File: src/hw/rtl/btq_pkg.sv
`timescale 1ns / 1ps
// ----------------------------------------------------------------------------
// btq_pkg
// Shared types, constants and helpers for the bitmap text quad layout block.
// ----------------------------------------------------------------------------
package btq_pkg;

  localparam int ATLAS_COLUMNS_DEF = 16;
  localparam int COORD_BITS_DEF    = 16;

  localparam int CELL        = 8;
  localparam int LINE_STEP   = 18;
  localparam int GAP         = 2;
  localparam int SPACE_ADV   = 6;
  localparam int LOWER_START = 16;
  localparam int ESC_DIGITS  = 6;

  localparam logic [7:0] CHAR_SPACE   = 8'h20;
  localparam logic [7:0] CHAR_NEWLINE = 8'h0a;
  localparam logic [7:0] CHAR_ESCAPE  = 8'hff;

  localparam logic [15:0] WRAP_WIDTH_DEF = 16'd640;
  localparam logic [7:0]  START_CHAN_DEF = 8'd255;

  localparam logic KIND_BYTE = 1'b0;
  localparam logic KIND_TRIM = 1'b1;

  localparam logic RES_VERTEX  = 1'b0;
  localparam logic RES_SUMMARY = 1'b1;

  typedef enum logic [1:0] {
    CFG_WRAP_WIDTH  = 2'd0,
    CFG_START_RED   = 2'd1,
    CFG_START_GREEN = 2'd2,
    CFG_START_BLUE  = 2'd3
  } cfg_idx_e;

  // One laid-out byte as handed to the result sequencer
  typedef struct packed {
    logic        has_quad;
    logic        has_sum;
    logic [15:0] left;
    logic [15:0] right;
    logic [15:0] upper;
    logic [15:0] lower;
    logic [7:0]  ul;
    logic [7:0]  ur;
    logic [7:0]  vu;
    logic [7:0]  vl;
    logic [23:0] colour;
    logic [15:0] quad_total;
  } btq_res_t;

  // Non-hex characters count as zero
  function automatic logic [3:0] hex_digit(input logic [7:0] b);
    logic [3:0] d;
    d = 4'd0;
    if (b >= 8'h30 && b <= 8'h39) begin
      d = 4'(b - 8'h30);
    end else if (b >= 8'h61 && b <= 8'h66) begin
      d = 4'(b - 8'h57);
    end else if (b >= 8'h41 && b <= 8'h46) begin
      d = 4'(b - 8'h37);
    end
    return d;
  endfunction

endpackage

File: src/hw/rtl/btq_trim_mem.sv
`timescale 1ns / 1ps
// ----------------------------------------------------------------------------
// btq_trim_mem
// Glyph trim table: 256 x 8, one write and one registered read per cycle,
// with write-to-read forwarding for a same-edge hit.
// ----------------------------------------------------------------------------
module btq_trim_mem (
  input  logic       clk_i,
  input  logic       rst_ni,
  input  logic       wr_en_i,
  input  logic [7:0] wr_addr_i,
  input  logic [7:0] wr_data_i,
  input  logic [7:0] rd_addr_i,
  output logic [7:0] rd_data_o
);

  logic [7:0] trim_mem [256];
  logic [7:0] rdata_q;
  logic [7:0] fwd_data_q;
  logic       fwd_q;

  always_ff @(posedge clk_i) begin
    if (wr_en_i) begin
      trim_mem[wr_addr_i] <= wr_data_i;
    end
    rdata_q    <= trim_mem[rd_addr_i];
    fwd_data_q <= wr_data_i;
  end

  always_ff @(posedge clk_i or negedge rst_ni) begin
    if (!rst_ni) begin
      fwd_q <= 1'b0;
    end else begin
      fwd_q <= wr_en_i && (wr_addr_i == rd_addr_i);
    end
  end

  assign rd_data_o = fwd_q ? fwd_data_q : rdata_q;

endmodule

File: src/hw/rtl/btq_layout.sv
`timescale 1ns / 1ps
// ----------------------------------------------------------------------------
// btq_layout
// Input stage, configuration registers, trim table and layout state.
// Reads the trim entry as the byte is taken, lays it out from the input stage.
// ----------------------------------------------------------------------------
module btq_layout #(
  parameter int ATLAS_COLUMNS = btq_pkg::ATLAS_COLUMNS_DEF,
  parameter int COORD_BITS    = btq_pkg::COORD_BITS_DEF
) (
  input  logic              clk_i,
  input  logic              rst_ni,
  input  logic              cfg_we_i,
  input  logic [1:0]        cfg_index_i,
  input  logic [15:0]       cfg_wdata_i,
  input  logic              in_valid_i,
  output logic              in_stall_o,
  input  logic              kind_i,
  input  logic [7:0]        byte_value_i,
  input  logic [3:0]        trim_left_i,
  input  logic [3:0]        trim_right_i,
  input  logic              first_byte_i,
  input  logic              last_byte_i,
  input  logic              emit_free_i,
  output logic              push_o,
  output btq_pkg::btq_res_t push_res_o
);

  localparam int SW = ((COORD_BITS > 16) ? COORD_BITS : 16) + 2;
  localparam logic [SW-1:0] CMAX = {{(SW-COORD_BITS){1'b0}}, {COORD_BITS{1'b1}}};

  function automatic logic [COORD_BITS-1:0] clampc(input logic signed [SW-1:0] v);
    logic [COORD_BITS-1:0] r;
    if (v < 0) begin
      r = '0;
    end else if (v > $signed(CMAX)) begin
      r = '1;
    end else begin
      r = v[COORD_BITS-1:0];
    end
    return r;
  endfunction

  // configuration
  logic [15:0] wrap_q;
  logic [7:0]  red_q, green_q, blue_q;

  // input stage
  logic       s1_valid_q;
  logic       s1_kind_q;
  logic [7:0] s1_byte_q;
  logic [3:0] s1_tl_q, s1_tr_q;
  logic       s1_first_q, s1_last_q;

  // layout state
  logic [COORD_BITS-1:0] left_q, right_q, upper_q, lower_q;
  logic [COORD_BITS-1:0] left_d, right_d, upper_d, lower_d;
  logic [23:0]           colour_q, colour_d;
  logic [2:0]            esc_q, esc_d;
  logic [23:0]           hex_q, hex_d;
  logic [15:0]           quad_q, quad_d;

  // atlas tables
  logic [9:0] ucell_tab [256];
  logic [7:0] vup_tab   [256];
  logic [7:0] vlo_tab   [256];

  logic       in_fire;
  logic       s1_adv;
  logic       need_emit;
  logic       has_quad;
  logic [7:0] rd_addr;
  logic [7:0] trim;
  logic [3:0] tl, tr;
  logic [9:0] ucell;

  logic [COORD_BITS-1:0] l0, r0, u0, lo0;
  logic [23:0]           col0, hex0;
  logic [2:0]            esc0;
  logic [15:0]           q0;
  logic signed [SW-1:0]  adv, r_s, lo_s, wrap_s;

  for (genvar g = 0; g < 256; g++) begin : g_atlas
    assign ucell_tab[g] = 10'((g % ATLAS_COLUMNS) * btq_pkg::CELL + btq_pkg::CELL);
    assign vup_tab[g]   = 8'((g / ATLAS_COLUMNS) * btq_pkg::CELL);
    assign vlo_tab[g]   = 8'((g / ATLAS_COLUMNS) * btq_pkg::CELL + btq_pkg::CELL);
  end

  assign in_fire = in_valid_i && !in_stall_o;
  // hold the read on the waiting byte so its data stays fresh
  assign rd_addr = in_fire ? byte_value_i : s1_byte_q;

  btq_trim_mem u_trim_mem (
    .clk_i     (clk_i),
    .rst_ni    (rst_ni),
    .wr_en_i   (s1_adv && (s1_kind_q == btq_pkg::KIND_TRIM)),
    .wr_addr_i (s1_byte_q),
    .wr_data_i ({s1_tr_q, s1_tl_q}),
    .rd_addr_i (rd_addr),
    .rd_data_o (trim)
  );

  assign tl    = trim[3:0];
  assign tr    = trim[7:4];
  assign ucell = ucell_tab[s1_byte_q];

  always_comb begin
    l0   = s1_first_q ? '0 : left_q;
    r0   = s1_first_q ? '0 : right_q;
    u0   = s1_first_q ? '0 : upper_q;
    lo0  = s1_first_q ? COORD_BITS'(btq_pkg::LOWER_START) : lower_q;
    col0 = s1_first_q ? {red_q, green_q, blue_q} : colour_q;
    esc0 = s1_first_q ? 3'd0 : esc_q;
    hex0 = s1_first_q ? 24'd0 : hex_q;
    q0   = s1_first_q ? 16'd0 : quad_q;

    adv    = $signed(SW'(2 * btq_pkg::CELL)) - $signed(SW'({tl, 1'b0}))
             - $signed(SW'({tr, 1'b0}));
    r_s    = $signed(SW'(r0));
    lo_s   = $signed(SW'(lo0));
    wrap_s = $signed(SW'(wrap_q));

    left_d   = l0;
    right_d  = r0;
    upper_d  = u0;
    lower_d  = lo0;
    colour_d = col0;
    esc_d    = esc0;
    hex_d    = hex0;
    quad_d   = q0;
    has_quad = 1'b0;

    if (esc0 != 3'd0) begin
      hex_d = {hex0[19:0], btq_pkg::hex_digit(s1_byte_q)};
      esc_d = esc0 - 3'd1;
      if (esc_d == 3'd0) begin
        colour_d = hex_d;
      end
    end else if (s1_byte_q == btq_pkg::CHAR_SPACE) begin
      left_d  = r0;
      right_d = clampc(r_s + $signed(SW'(btq_pkg::SPACE_ADV)));
    end else if (s1_byte_q == btq_pkg::CHAR_NEWLINE) begin
      upper_d = clampc(lo_s + $signed(SW'(1)));
      lower_d = clampc(lo_s + $signed(SW'(btq_pkg::LINE_STEP)));
      left_d  = '0;
      right_d = clampc(adv);
    end else if (s1_byte_q == btq_pkg::CHAR_ESCAPE) begin
      esc_d = 3'(btq_pkg::ESC_DIGITS);
      hex_d = 24'd0;
    end else begin
      has_quad = 1'b1;
      if (r_s + adv > wrap_s) begin
        upper_d = clampc(lo_s + $signed(SW'(1)));
        lower_d = clampc(lo_s + $signed(SW'(btq_pkg::LINE_STEP)));
        left_d  = '0;
        right_d = clampc(adv);
      end else begin
        left_d  = clampc(r_s + $signed(SW'(btq_pkg::GAP)));
        right_d = clampc(r_s + adv + $signed(SW'(btq_pkg::GAP)));
      end
      if (q0 != 16'hffff) begin
        quad_d = q0 + 16'd1;
      end
    end

    if (s1_last_q) begin
      esc_d = 3'd0;
    end
  end

  assign need_emit  = has_quad || s1_last_q;
  assign s1_adv     = s1_valid_q && ((s1_kind_q == btq_pkg::KIND_TRIM) || !need_emit ||
                                     emit_free_i);
  assign in_stall_o = s1_valid_q && !s1_adv;
  assign push_o     = s1_adv && (s1_kind_q == btq_pkg::KIND_BYTE) && need_emit;

  always_comb begin
    push_res_o.has_quad   = has_quad;
    push_res_o.has_sum    = s1_last_q;
    push_res_o.left       = 16'(left_d);
    push_res_o.right      = 16'(right_d);
    push_res_o.upper      = 16'(upper_d);
    push_res_o.lower      = 16'(lower_d);
    push_res_o.ul         = 8'(ucell - 10'(btq_pkg::CELL) + {6'd0, tl});
    push_res_o.ur         = (ucell < {6'd0, tr}) ? 8'd0 : 8'(ucell - {6'd0, tr});
    push_res_o.vu         = vup_tab[s1_byte_q];
    push_res_o.vl         = vlo_tab[s1_byte_q];
    push_res_o.colour     = colour_d;
    push_res_o.quad_total = quad_d;
  end

  always_ff @(posedge clk_i or negedge rst_ni) begin
    if (!rst_ni) begin
      wrap_q  <= btq_pkg::WRAP_WIDTH_DEF;
      red_q   <= btq_pkg::START_CHAN_DEF;
      green_q <= btq_pkg::START_CHAN_DEF;
      blue_q  <= btq_pkg::START_CHAN_DEF;
    end else if (cfg_we_i) begin
      unique case (btq_pkg::cfg_idx_e'(cfg_index_i))
        btq_pkg::CFG_WRAP_WIDTH:  wrap_q  <= cfg_wdata_i;
        btq_pkg::CFG_START_RED:   red_q   <= cfg_wdata_i[7:0];
        btq_pkg::CFG_START_GREEN: green_q <= cfg_wdata_i[7:0];
        btq_pkg::CFG_START_BLUE:  blue_q  <= cfg_wdata_i[7:0];
      endcase
    end
  end

  always_ff @(posedge clk_i or negedge rst_ni) begin
    if (!rst_ni) begin
      s1_valid_q <= 1'b0;
    end else if (in_fire) begin
      s1_valid_q <= 1'b1;
    end else if (s1_adv) begin
      s1_valid_q <= 1'b0;
    end
  end

  always_ff @(posedge clk_i) begin
    if (in_fire) begin
      s1_kind_q  <= kind_i;
      s1_byte_q  <= byte_value_i;
      s1_tl_q    <= trim_left_i;
      s1_tr_q    <= trim_right_i;
      s1_first_q <= first_byte_i;
      s1_last_q  <= last_byte_i;
    end
  end

  always_ff @(posedge clk_i or negedge rst_ni) begin
    if (!rst_ni) begin
      left_q   <= '0;
      right_q  <= '0;
      upper_q  <= '0;
      lower_q  <= COORD_BITS'(btq_pkg::LOWER_START);
      colour_q <= {3{btq_pkg::START_CHAN_DEF}};
      esc_q    <= 3'd0;
      hex_q    <= 24'd0;
      quad_q   <= 16'd0;
    end else if (s1_adv && (s1_kind_q == btq_pkg::KIND_BYTE)) begin
      left_q   <= left_d;
      right_q  <= right_d;
      upper_q  <= upper_d;
      lower_q  <= lower_d;
      colour_q <= colour_d;
      esc_q    <= esc_d;
      hex_q    <= hex_d;
      quad_q   <= quad_d;
    end
  end

  a_esc_range : assert property (@(posedge clk_i) disable iff (!rst_ni)
    esc_q <= 3'(btq_pkg::ESC_DIGITS))
    else $error("escape count out of range");

  a_stall_cause : assert property (@(posedge clk_i) disable iff (!rst_ni)
    in_stall_o |-> s1_valid_q && (s1_kind_q == btq_pkg::KIND_BYTE) && !emit_free_i)
    else $error("input stalled without a blocked byte");

endmodule

File: src/hw/rtl/btq_emit.sv
`timescale 1ns / 1ps
// ----------------------------------------------------------------------------
// btq_emit
// Result sequencer: holds one laid-out byte and sends its four vertices (glyphs
// only) and optional summary, one transfer per cycle unless out_stall_i holds it.
// ----------------------------------------------------------------------------
module btq_emit (
  input  logic              clk_i,
  input  logic              rst_ni,
  input  logic              push_i,
  input  btq_pkg::btq_res_t push_res_i,
  output logic              free_o,
  output logic              out_valid_o,
  input  logic              out_stall_i,
  output logic              result_kind_o,
  output logic [15:0]       pos_x_o,
  output logic [15:0]       pos_y_o,
  output logic [7:0]        tex_u_o,
  output logic [7:0]        tex_v_o,
  output logic [7:0]        red_o,
  output logic [7:0]        green_o,
  output logic [7:0]        blue_o,
  output logic [15:0]       quad_total_o,
  output logic              last_o
);

  typedef enum logic [2:0] {
    VTX_LL  = 3'd0,
    VTX_LR  = 3'd1,
    VTX_UR  = 3'd2,
    VTX_UL  = 3'd3,
    VTX_SUM = 3'd4
  } slot_e;

  slot_e             slot_q, slot_next;
  logic              valid_q;
  btq_pkg::btq_res_t res_q;
  logic              fire;
  logic              is_final;

  assign fire     = valid_q && !out_stall_i;
  assign is_final = (slot_q == VTX_SUM) || ((slot_q == VTX_UL) && !res_q.has_sum);
  assign free_o   = !valid_q || (fire && is_final);

  always_comb begin
    unique case (slot_q)
      VTX_LL:  slot_next = VTX_LR;
      VTX_LR:  slot_next = VTX_UR;
      VTX_UR:  slot_next = VTX_UL;
      default: slot_next = VTX_SUM;
    endcase
  end

  always_ff @(posedge clk_i or negedge rst_ni) begin
    if (!rst_ni) begin
      valid_q <= 1'b0;
      slot_q  <= VTX_LL;
    end else if (push_i) begin
      valid_q <= 1'b1;
      slot_q  <= push_res_i.has_quad ? VTX_LL : VTX_SUM;
    end else if (fire) begin
      if (is_final) begin
        valid_q <= 1'b0;
      end else begin
        slot_q <= slot_next;
      end
    end
  end

  always_ff @(posedge clk_i) begin
    if (push_i) begin
      res_q <= push_res_i;
    end
  end

  assign out_valid_o = valid_q;
  assign red_o       = res_q.colour[23:16];
  assign green_o     = res_q.colour[15:8];
  assign blue_o      = res_q.colour[7:0];
  assign last_o      = is_final;

  always_comb begin
    result_kind_o = btq_pkg::RES_VERTEX;
    quad_total_o  = 16'd0;
    unique case (slot_q)
      VTX_LL: begin
        pos_x_o = res_q.left;
        pos_y_o = res_q.lower;
        tex_u_o = res_q.ul;
        tex_v_o = res_q.vl;
      end
      VTX_LR: begin
        pos_x_o = res_q.right;
        pos_y_o = res_q.lower;
        tex_u_o = res_q.ur;
        tex_v_o = res_q.vl;
      end
      VTX_UR: begin
        pos_x_o = res_q.right;
        pos_y_o = res_q.upper;
        tex_u_o = res_q.ur;
        tex_v_o = res_q.vu;
      end
      VTX_UL: begin
        pos_x_o = res_q.left;
        pos_y_o = res_q.upper;
        tex_u_o = res_q.ul;
        tex_v_o = res_q.vu;
      end
      default: begin
        result_kind_o = btq_pkg::RES_SUMMARY;
        pos_x_o       = res_q.right;
        pos_y_o       = res_q.lower;
        tex_u_o       = 8'd0;
        tex_v_o       = 8'd0;
        quad_total_o  = res_q.quad_total;
      end
    endcase
  end

  a_hold_slot : assert property (@(posedge clk_i) disable iff (!rst_ni)
    out_valid_o && out_stall_i |=> out_valid_o && $stable(slot_q))
    else $error("result slot moved while stalled");

  a_summary_last : assert property (@(posedge clk_i) disable iff (!rst_ni)
    out_valid_o && (result_kind_o == btq_pkg::RES_SUMMARY) |-> last_o)
    else $error("summary not marked last");

  a_vertex_before_sum : assert property (@(posedge clk_i) disable iff (!rst_ni)
    out_valid_o && (result_kind_o == btq_pkg::RES_VERTEX) && res_q.has_sum |-> !last_o)
    else $error("vertex marked last ahead of summary");

  a_no_push_busy : assert property (@(posedge clk_i) disable iff (!rst_ni)
    push_i |-> free_o)
    else $error("byte pushed into busy sequencer");

endmodule

File: src/hw/rtl/bitmap_text_quad_layout.sv
`timescale 1ns / 1ps
// ----------------------------------------------------------------------------
// bitmap_text_quad_layout
// Lays out message bytes as textured quads from a trimmed bitmap font atlas.
//
//   channel  | direction | handshake            | payload
//   ---------+-----------+----------------------+----------------------------
//   config   | in        | cfg_we_i             | cfg_index_i, cfg_wdata_i
//   input    | in        | in_valid_i/in_stall_o| kind, byte, trims, first/last
//   result   | out       | out_valid_o/out_stall_i | vertex or size summary
//
// A glyph byte gives four results, five with the summary, one transfer per
// cycle while out_stall_i is low.
// Trim loads never wait; spaces, newlines and escapes wait only when final.
// First result is offered once its byte has passed the input stage (trim table
// read) and the sequencer register, and transfers when out_stall_i is low.
// No clearing pass after reset; the trim table must be loaded before use.
// A glyph or final byte waits in the input stage while the sequencer is busy
// and stalls the input until its results can be handed over.
// ----------------------------------------------------------------------------
module bitmap_text_quad_layout #(
  parameter int ATLAS_COLUMNS = btq_pkg::ATLAS_COLUMNS_DEF,
  parameter int COORD_BITS    = btq_pkg::COORD_BITS_DEF
) (
  input  logic        clk_i,
  input  logic        rst_ni,
  input  logic        cfg_we_i,
  input  logic [1:0]  cfg_index_i,
  input  logic [15:0] cfg_wdata_i,
  input  logic        in_valid_i,
  output logic        in_stall_o,
  input  logic        kind_i,
  input  logic [7:0]  byte_value_i,
  input  logic [3:0]  trim_left_i,
  input  logic [3:0]  trim_right_i,
  input  logic        first_byte_i,
  input  logic        last_byte_i,
  output logic        out_valid_o,
  input  logic        out_stall_i,
  output logic        result_kind_o,
  output logic [15:0] pos_x_o,
  output logic [15:0] pos_y_o,
  output logic [7:0]  tex_u_o,
  output logic [7:0]  tex_v_o,
  output logic [7:0]  red_o,
  output logic [7:0]  green_o,
  output logic [7:0]  blue_o,
  output logic [15:0] quad_total_o,
  output logic        last_o
);

  logic              push;
  logic              emit_free;
  btq_pkg::btq_res_t push_res;

  btq_layout #(
    .ATLAS_COLUMNS (ATLAS_COLUMNS),
    .COORD_BITS    (COORD_BITS)
  ) u_layout (
    .clk_i        (clk_i),
    .rst_ni       (rst_ni),
    .cfg_we_i     (cfg_we_i),
    .cfg_index_i  (cfg_index_i),
    .cfg_wdata_i  (cfg_wdata_i),
    .in_valid_i   (in_valid_i),
    .in_stall_o   (in_stall_o),
    .kind_i       (kind_i),
    .byte_value_i (byte_value_i),
    .trim_left_i  (trim_left_i),
    .trim_right_i (trim_right_i),
    .first_byte_i (first_byte_i),
    .last_byte_i  (last_byte_i),
    .emit_free_i  (emit_free),
    .push_o       (push),
    .push_res_o   (push_res)
  );

  btq_emit u_emit (
    .clk_i         (clk_i),
    .rst_ni        (rst_ni),
    .push_i        (push),
    .push_res_i    (push_res),
    .free_o        (emit_free),
    .out_valid_o   (out_valid_o),
    .out_stall_i   (out_stall_i),
    .result_kind_o (result_kind_o),
    .pos_x_o       (pos_x_o),
    .pos_y_o       (pos_y_o),
    .tex_u_o       (tex_u_o),
    .tex_v_o       (tex_v_o),
    .red_o         (red_o),
    .green_o       (green_o),
    .blue_o        (blue_o),
    .quad_total_o  (quad_total_o),
    .last_o        (last_o)
  );

endmodule

File: config.mk
export PLATFORM = sky130hd
export DESIGN_NAME = bitmap_text_quad_layout
export DESIGN_NICKNAME = d
export VERILOG_FILES = /design/src/hw/rtl/btq_pkg.sv /design/src/hw/rtl/btq_trim_mem.sv /design/src/hw/rtl/btq_layout.sv /design/src/hw/rtl/btq_emit.sv /design/src/hw/rtl/bitmap_text_quad_layout.sv
export SDC_FILE = /design/constraint.sdc
export NUM_CORES = 2
export LEC_CHECK = 0
export ABC_AREA = 1
export BUFFER_PORTS_ARGS = -buffer_cell sky130_fd_sc_hd__buf_2
export CAP_MARGIN = 20
export CORE_UTILIZATION = 40
export DETAILED_ROUTE_END_ITERATION = 6
export SYNTH_ARGS = -nofsm -noshare
export SYNTH_HDL_FRONTEND = slang
export SYNTH_HIERARCHICAL = 1
export SYNTH_SLANG_ARGS = --single-unit
File: constraint.sdc
create_clock -name clk_i -period 12.2 [get_ports clk_i]
set_clock_uncertainty 0.15 [all_clocks]
set_input_delay 0.61 -clock clk_i [delete_from_list [all_inputs] [get_ports clk_i]]
set_output_delay 0.61 -clock clk_i [all_outputs]
set_load 0.03 [all_outputs]
; Word-level counts from Yosys, hierarchy flattened
; Memory sizes are Yosys's and may differ from the RTL's. A register that Yosys moved wholly into a read port is not among the register bits.
; Index checks and enable logic that the tools add are counted.
[op_classes]
addsub = 16
order_cmp = 21
n_eq_ne = 13
mux = 85
bitwise = 2
reduce_logical = 42
[ops]
columns = operator, n
row1 = two-way mux 16 bit, 45
row2 = two-way mux 24 bit, 8
row3 = > comparator 18 x 17 -> 1 bit (second input constant), 6
row4 = less-than comparator 18 x 1 -> 1 bit (second input constant), 6
row5 = case mux 8 bit (2 select lines), 2
row6 = two-way mux 3 bit, 10
row7 = two-way mux 10 bit, 2
row8 = adder 17 x 18 -> 18 bit, 1
row9 = adder 18 x 3 -> 18 bit (second input constant), 1
row10 = > comparator 18 x 17 -> 1 bit, 1
row11 = adder 16 x 1 -> 17 bit (second input constant), 1
row12 = adder 16 x 2 -> 17 bit (second input constant), 1
row13 = adder 16 x 3 -> 17 bit (second input constant), 1
row14 = adder 16 x 5 -> 17 bit (second input constant), 1
row15 = adder 16 x 1 -> 16 bit (second input constant), 1
row16 = >= comparator 8 x 7 -> 1 bit (second input constant), 2
row17 = <= comparator 8 x 7 -> 1 bit (second input constant), 2
row18 = two-way mux 8 bit, 2
row19 = inequality test 16 bit (second input constant), 1
row20 = logical AND 1 bit, 13
row21 = two-way mux 1 bit, 12
row22 = two-way mux 4 bit, 3
row23 = AND reduction 2 bit, 6
row24 = less-than comparator 10 x 4 -> 1 bit, 1
row25 = 32 further kinds, 50
[totals]
reg_bits = 325
mem_bits_rw = 2048
rom_bits = 6656
out_inout_bits = 92
n_memories = 4
[mem_list]
columns = memory, words, word_bits, read_ports, rd_ports_with_merged_regs, write_ports, line_no
row1 = (name not given), 256, 10, 1, 0, 0, btq_layout.sv:105  ; assign ucell = ucell_tab[s1_byte_q];
row2 = (name not given), 256, 8, 1, 1, 0, btq_layout.sv:186  ; push_res_o.vu = vup_tab[s1_byte_q];
row3 = (name not given), 256, 8, 1, 1, 0, btq_layout.sv:187  ; push_res_o.vl = vlo_tab[s1_byte_q];
row4 = u_layout.u_trim_mem.trim_mem, 256, 8, 1, 1, 1, btq_trim_mem.sv:17  ; logic [7:0] trim_mem [256];

; Depth between registers and ports, before layout
[logic_depth]
depth_word = 17
depth_mapped = 44

; By module
; Netlist, hierarchy kept.
[by_module_without_submodules]
columns = module, n_inst, cells_per_inst, area_each_um2, seq_area_each_um2
row1 = btq_trim_mem, 1, 7034, 83655.2, 61844.3
row2 = btq_layout, 1, 2137, 14624.0, 4758.3
row3 = btq_emit, 1, 360, 5270.1, 4214.0

; Worst setup path after synthesis
; Ideal clock, no wire load.
[synth_path]
path_kind = register -> register
start = register u_layout.s1_first_q
end = register u_emit.slot_q[2]
setup_time_ps = 122
t_arrival_ps = 6857
setup_slack_ps = 5071
stages_incl_launch_ff = 26
path_buffers = 7
period_less_slack_ps = 7129
cell_sequence = edfxtp_1 -> buf_4 -> buf_6 -> clkbuf_1 -> clkbuf_1 -> nor2_1 -> inv_1 -> ha_1 -> ha_1 -> clkbuf_1 -> clkinv_1 -> nor2_1 -> inv_1 -> nand2_1 -> nand2_1 -> nand2_1 -> nor2_1 -> clkbuf_1 -> clkbuf_1 -> nand2_1 -> inv_1 -> inv_1 -> nand3_1 -> o21ai_0 -> nand2_1 -> nand2_1
[synth_between]
elab_chain_len = 12
word_cells_on_any_way = 15
[synth_lines]
columns = item, line_no
row1 = "start, declared", btq_layout.sv:53  ; logic s1_first_q, s1_last_q;
row2 = "start signal, assigned", btq_layout.sv:224  ; s1_first_q <= first_byte_i;
row3 = two-way mux 3 bit (*), btq_layout.sv:113  ; esc0 = s1_first_q ? 3'd0 : esc_q;
row4 = nonzero test 3 bit (*), btq_layout.sv:133  ; if (esc0 != 3'd0) begin
row5 = two-way mux 1 bit (*), btq_layout.sv:133
row6 = net u_layout.has_quad, btq_layout.sv:71  ; logic has_quad;
row7 = logical OR 1 bit (*), btq_layout.sv:171  ; assign need_emit = has_quad || s1_last_q;
row8 = logical NOT 1 bit, btq_layout.sv:172  ; assign s1_adv = s1_valid_q && ((s1_kind_q == btq_pkg::KIND_TRIM) || !need_emit ||
row9 = logical OR 1 bit (2 in a row), btq_layout.sv:172
row10 = logical AND 1 bit, btq_layout.sv:172
row11 = logical AND 1 bit, btq_layout.sv:175  ; assign push_o = s1_adv && (s1_kind_q == btq_pkg::KIND_BYTE) && need_emit;
row12 = logical AND 1 bit (*), btq_layout.sv:175
row13 = net push, bitmap_text_quad_layout.sv:52  ; logic push;
row14 = inequality test 2 bit (no source line) or nonzero test 2 bit (tied branches), --
row15 = AND reduction 2 bit (no source line), --
row16 = "end signal, assigned", btq_emit.sv:60  ; slot_q <= push_res_i.has_quad ? VTX_LL : VTX_SUM;
row17 = "end signal, assigned", btq_emit.sv:65  ; slot_q <= slot_next;
row18 = "end, declared", btq_emit.sv:35  ; slot_e slot_q, slot_next;
; Mark *: on every way through the listed nets, which the timed path passes. The rest lies on a longest branch.
; A chain may end at the register's enable or synchronous reset.

==> impl_metrics.ini <==
[clocking]
tritoncts = built
tritoncts.num_buffers = 234
clk-insertion-delay-late_ps = 930
ctsHtreeMaxLevel = 4
clock-root-buffer = sky130_fd_sc_hd__clkbuf_16
cts.clk_slew.worst_paths_ps = 60
clock_sink_total = 2393
cts-root-to-sink-buffers = 3

[synth]
synth.yosys.seq_area_share_pct = 68.39
synth_warnings = 6
post_synth.cell_area_avg_um2 = 10.86
asyncSetResetFlopFracSynth_pct = 7.229
synthesis.instances = 9531
synth_edf_count = 2196
synth_seq_cells = 2393
post_synth_instance_area_um2 = 103500
synth.lib_cells_used.distinct = 68
ys.flop_type = sky130_fd_sc_hd__edfxtp_1

[placement]
preCtsSetupSlack_ps = 4048
place_hpwl_mm = 172.0
finalWeightedCongestion = 0.8928
port_buffers = 133
placed_instance_area_um2 = 106400

[setup_path]
crit_path_frequent_cell = sky130_fd_sc_hd__nand2_1
critical_path.max_stage_delay_ps = 800
path_max_fanout = 128
crit_path_end_kind = register
worst-setup-path-type = reg -> reg
slowest_stage_cell_cp = sky130_fd_sc_hd__buf_4
reg2reg_slack_ps = 3860
worst_setup_path_start_kind = register
critical-path-top-delay-family = buffers and inverters
crit_arrival_ps = 8950
critPathRequiredTime_ps = 12810
worst_path_buffer_plus_inverter_count = 9

[sta]
fin_crit_ps = 8340
setup-violations-final = 0
fin_crit_sh_pct = 68.36
timing_worst_slew_pin_value_ps = 1204
slew_violations = 0
final.setup.worst_slack_ps = 3860
hold_violations = 0
fmaxAchievable_ghz = 0.1199
fin_worst_hold_slack_ps = 151.5
total_neg_setup_slack_ps = 0
rsz0062_at_grt = no
headroom_to_the_max_slew_limit_pct = 19.71

[detailed_routing]
routed_wirelength_mm = 294.6
antenna_violating_nets_post_route = 0
total_number_of_vias = 71910
pre_repair_dr_iteration_count = 6
post-route-drc-count = 0
wire_per_inst_um = 22.64
route.detailed.vias_per_inst = 5.527
detailedRoute.firstIterationViolations = 8791

[pwr]
leakagePower_nw = 41.57
maximum_vdd_drop_mv = 0.1958
pwr_density_cell_nw_per_um2 = 230.0

[min_path]
min-delay-path-class = in -> async

[floorplan]
die_height_um = 510.8
rows = 186
initial_core_util_pct = 40.27
ios = 134
core_footprint_um2 = 257200
area_of_the_die_um2 = 260900
die_width_um = 510.8

[global_route]
grt.total_usage_pct = 22.02
wire_length_of_the_first_global_routing_pass_mm = 438.0
grt-ovfl-total = 0
vias_in_the_first_global_route = 67580
antenna_found_initial = 15
grt_start_max_net_pins = 200

[layout]
most_frequent_cells_in_the_layout = sky130_fd_sc_hd__nand2_1 (2846), sky130_fd_sc_hd__edfxtp_1 (2196), sky130_fd_sc_hd__nand3_1 (2148), sky130_fd_sc_hd__nor2_1 (439), sky130_fd_sc_hd__inv_1 (324)
layout_commonest_cell = sky130_fd_sc_hd__nand2_1
final_design_area_no_fill_um2 = 114600
area_delta_synth_final_pct = 10.66
drive_above_1_share_pct = 8.041
number_of_nets_in_the_layout = 9535

[flow_run]
number_of_max_cap_violations = 0

[run_status]
run_status = complete, no violations
[layer usage]
metal,vias up,share of wire [%],global-route usage [%]
li1,32850,-,-
met1,35280,42,31.66
met2,3301,46,34.13
met3,472,8.9,3.718
met4,8,2.9,6.533
met5,-,0.019,0
[stage by stage]
stage / power, mW / cells / utilization (%)
3_3_place_gp: 19.06 / 12540 / 41.39
2_1_floorplan: 16.38 / 9537 / -
3_5_place_dp: 19.15 / 12540 / 41.39
6_report: 26.35 / 13010 / 44.56
4_1_cts: 26.39 / 13010 / 44.53
5_1_grt: 27.61 / 13010 / 44.56
[kinds of logic after synthesis]
kind of cell,Yosys count,share of synthesized area [%]
compound gates,445,2.565
flops,2393,68.39
mux,8,0.08700
xor+xnor,83,0.7165
simple gates,5552,23.07
buf+inv,981,4.321
other cells,1,0.003621
fa+ha+maj,68,0.8434
[worst reg2reg max path: cells and delay by family (launching register included)]
kind                       cells  cell delay (ps)
AOI/OAI and AO/OA              1              330
adders and majority gates      1              230
DFF                            1              560
buffers and inverters          9             3630
and+or+nand+nor               17             3330
[power breakdown]
| group | total [mW] | internal, mW | switching [mW] |
|---|---|---|---|
| Clock | 7.27 | 4.10 | 3.17 |
| Sequential | 9.93 | 9.72 | 0.214 |
| Combinational | 9.15 | 2.39 | 6.77 |
| Total | 26.4 | 16.2 | 10.2 |
[path summary, 6_finish.rpt]
| check | from | to | cells past startpoint |
|---|---|---|---|
| min reg2reg | u_layout/colour_q[23] | u_layout/colour_q[23] | 2 |
| min in group clk_i | byte_value_i[6] | u_layout/s1_byte_q[6] | 4 |
| max in group asynchronous | rst_ni | u_layout/hex_q[11] | 4 |
| max | u_layout/s1_byte_q[5] | u_layout/u_trim_mem/rdata_q[1] | 28 |
| max reg2reg | u_layout/s1_byte_q[5] | u_layout/u_trim_mem/rdata_q[1] | 28 |
| min | rst_ni | u_layout/upper_q[12] | 2 |
[Yosys cell counts, types with 17 or more instances]
master                     instances  area (um2)
sky130_fd_sc_hd__xnor2_1          19       166.4
sky130_fd_sc_hd__edfxtp_1       2196       65940
sky130_fd_sc_hd__a31oi_1          35       219.0
sky130_fd_sc_hd__nand2_1        2848       10690
sky130_fd_sc_hd__nand2_2          22       137.6
sky130_fd_sc_hd__xor2_1           62       543.0
sky130_fd_sc_hd__buf_4            67       503.0
sky130_fd_sc_hd__clkbuf_1        156       585.6
sky130_fd_sc_hd__inv_1           327        1227
sky130_fd_sc_hd__o21ai_0         228        1141
sky130_fd_sc_hd__nor3_1           18       90.09
sky130_fd_sc_hd__ha_1             65       813.3
sky130_fd_sc_hd__nand3_1        2148       10750
sky130_fd_sc_hd__dfrtp_1         122        3053
sky130_fd_sc_hd__a21oi_1          79       395.4
sky130_fd_sc_hd__nor2_1          440        1652
sky130_fd_sc_hd__buf_2           317        1587
sky130_fd_sc_hd__dfstp_2          51        1340
sky130_fd_sc_hd__nand4_1          20       125.1
sky130_fd_sc_hd__dfxtp_1          24       480.5
sky130_fd_sc_hd__buf_6            17       191.4
sky130_fd_sc_hd__buf_1            65       244.0
sky130_fd_sc_hd__inv_2            21       78.83
[sequential cells by signal (all words and copies together) (netlist names), 4 cells and up]
register                        flops
u_layout/quad_q                    16
u_layout/upper_q                   16
u_layout/u_trim_mem/fwd_data_q      8
u_layout/u_trim_mem/rdata_q         8
u_layout/wrap_q                    16
u_emit/red_o                        8
u_layout/blue_q                     8
u_layout/s1_tl_q                    4
u_layout/red_q                      8
u_emit/blue_o                       8
u_layout/green_q                    8
u_emit/green_o                      8
u_layout/lower_q                   16
u_layout/u_trim_mem/trim_mem     2048
u_emit/res_q                      113
u_layout/colour_q                  24
u_layout/hex_q                     20
u_layout/right_q                   16
u_layout/left_q                    16
u_layout/s1_byte_q                  8
u_layout/s1_tr_q                    4
[area by class of cell]
class,count,area (um2)
repair buffers,275,2023
diodes,2,5.005
flip-flops and latches,2393,70820
fillers,23520,142600
multi-input cells,6163,28360
clock inverters,150,1627
well taps,3384,4234
clock buffers,287,6136
inverters,358,1385
[repair_timing]
action	4_1_cts	5_1_grt
gates resized for setup	0	0
endpoints found under the hold margin	117	0
hold buffers	30	0
setup endpoints to repair	0	0
setup buffers	0	0
(Power assumes the default switching activity.)
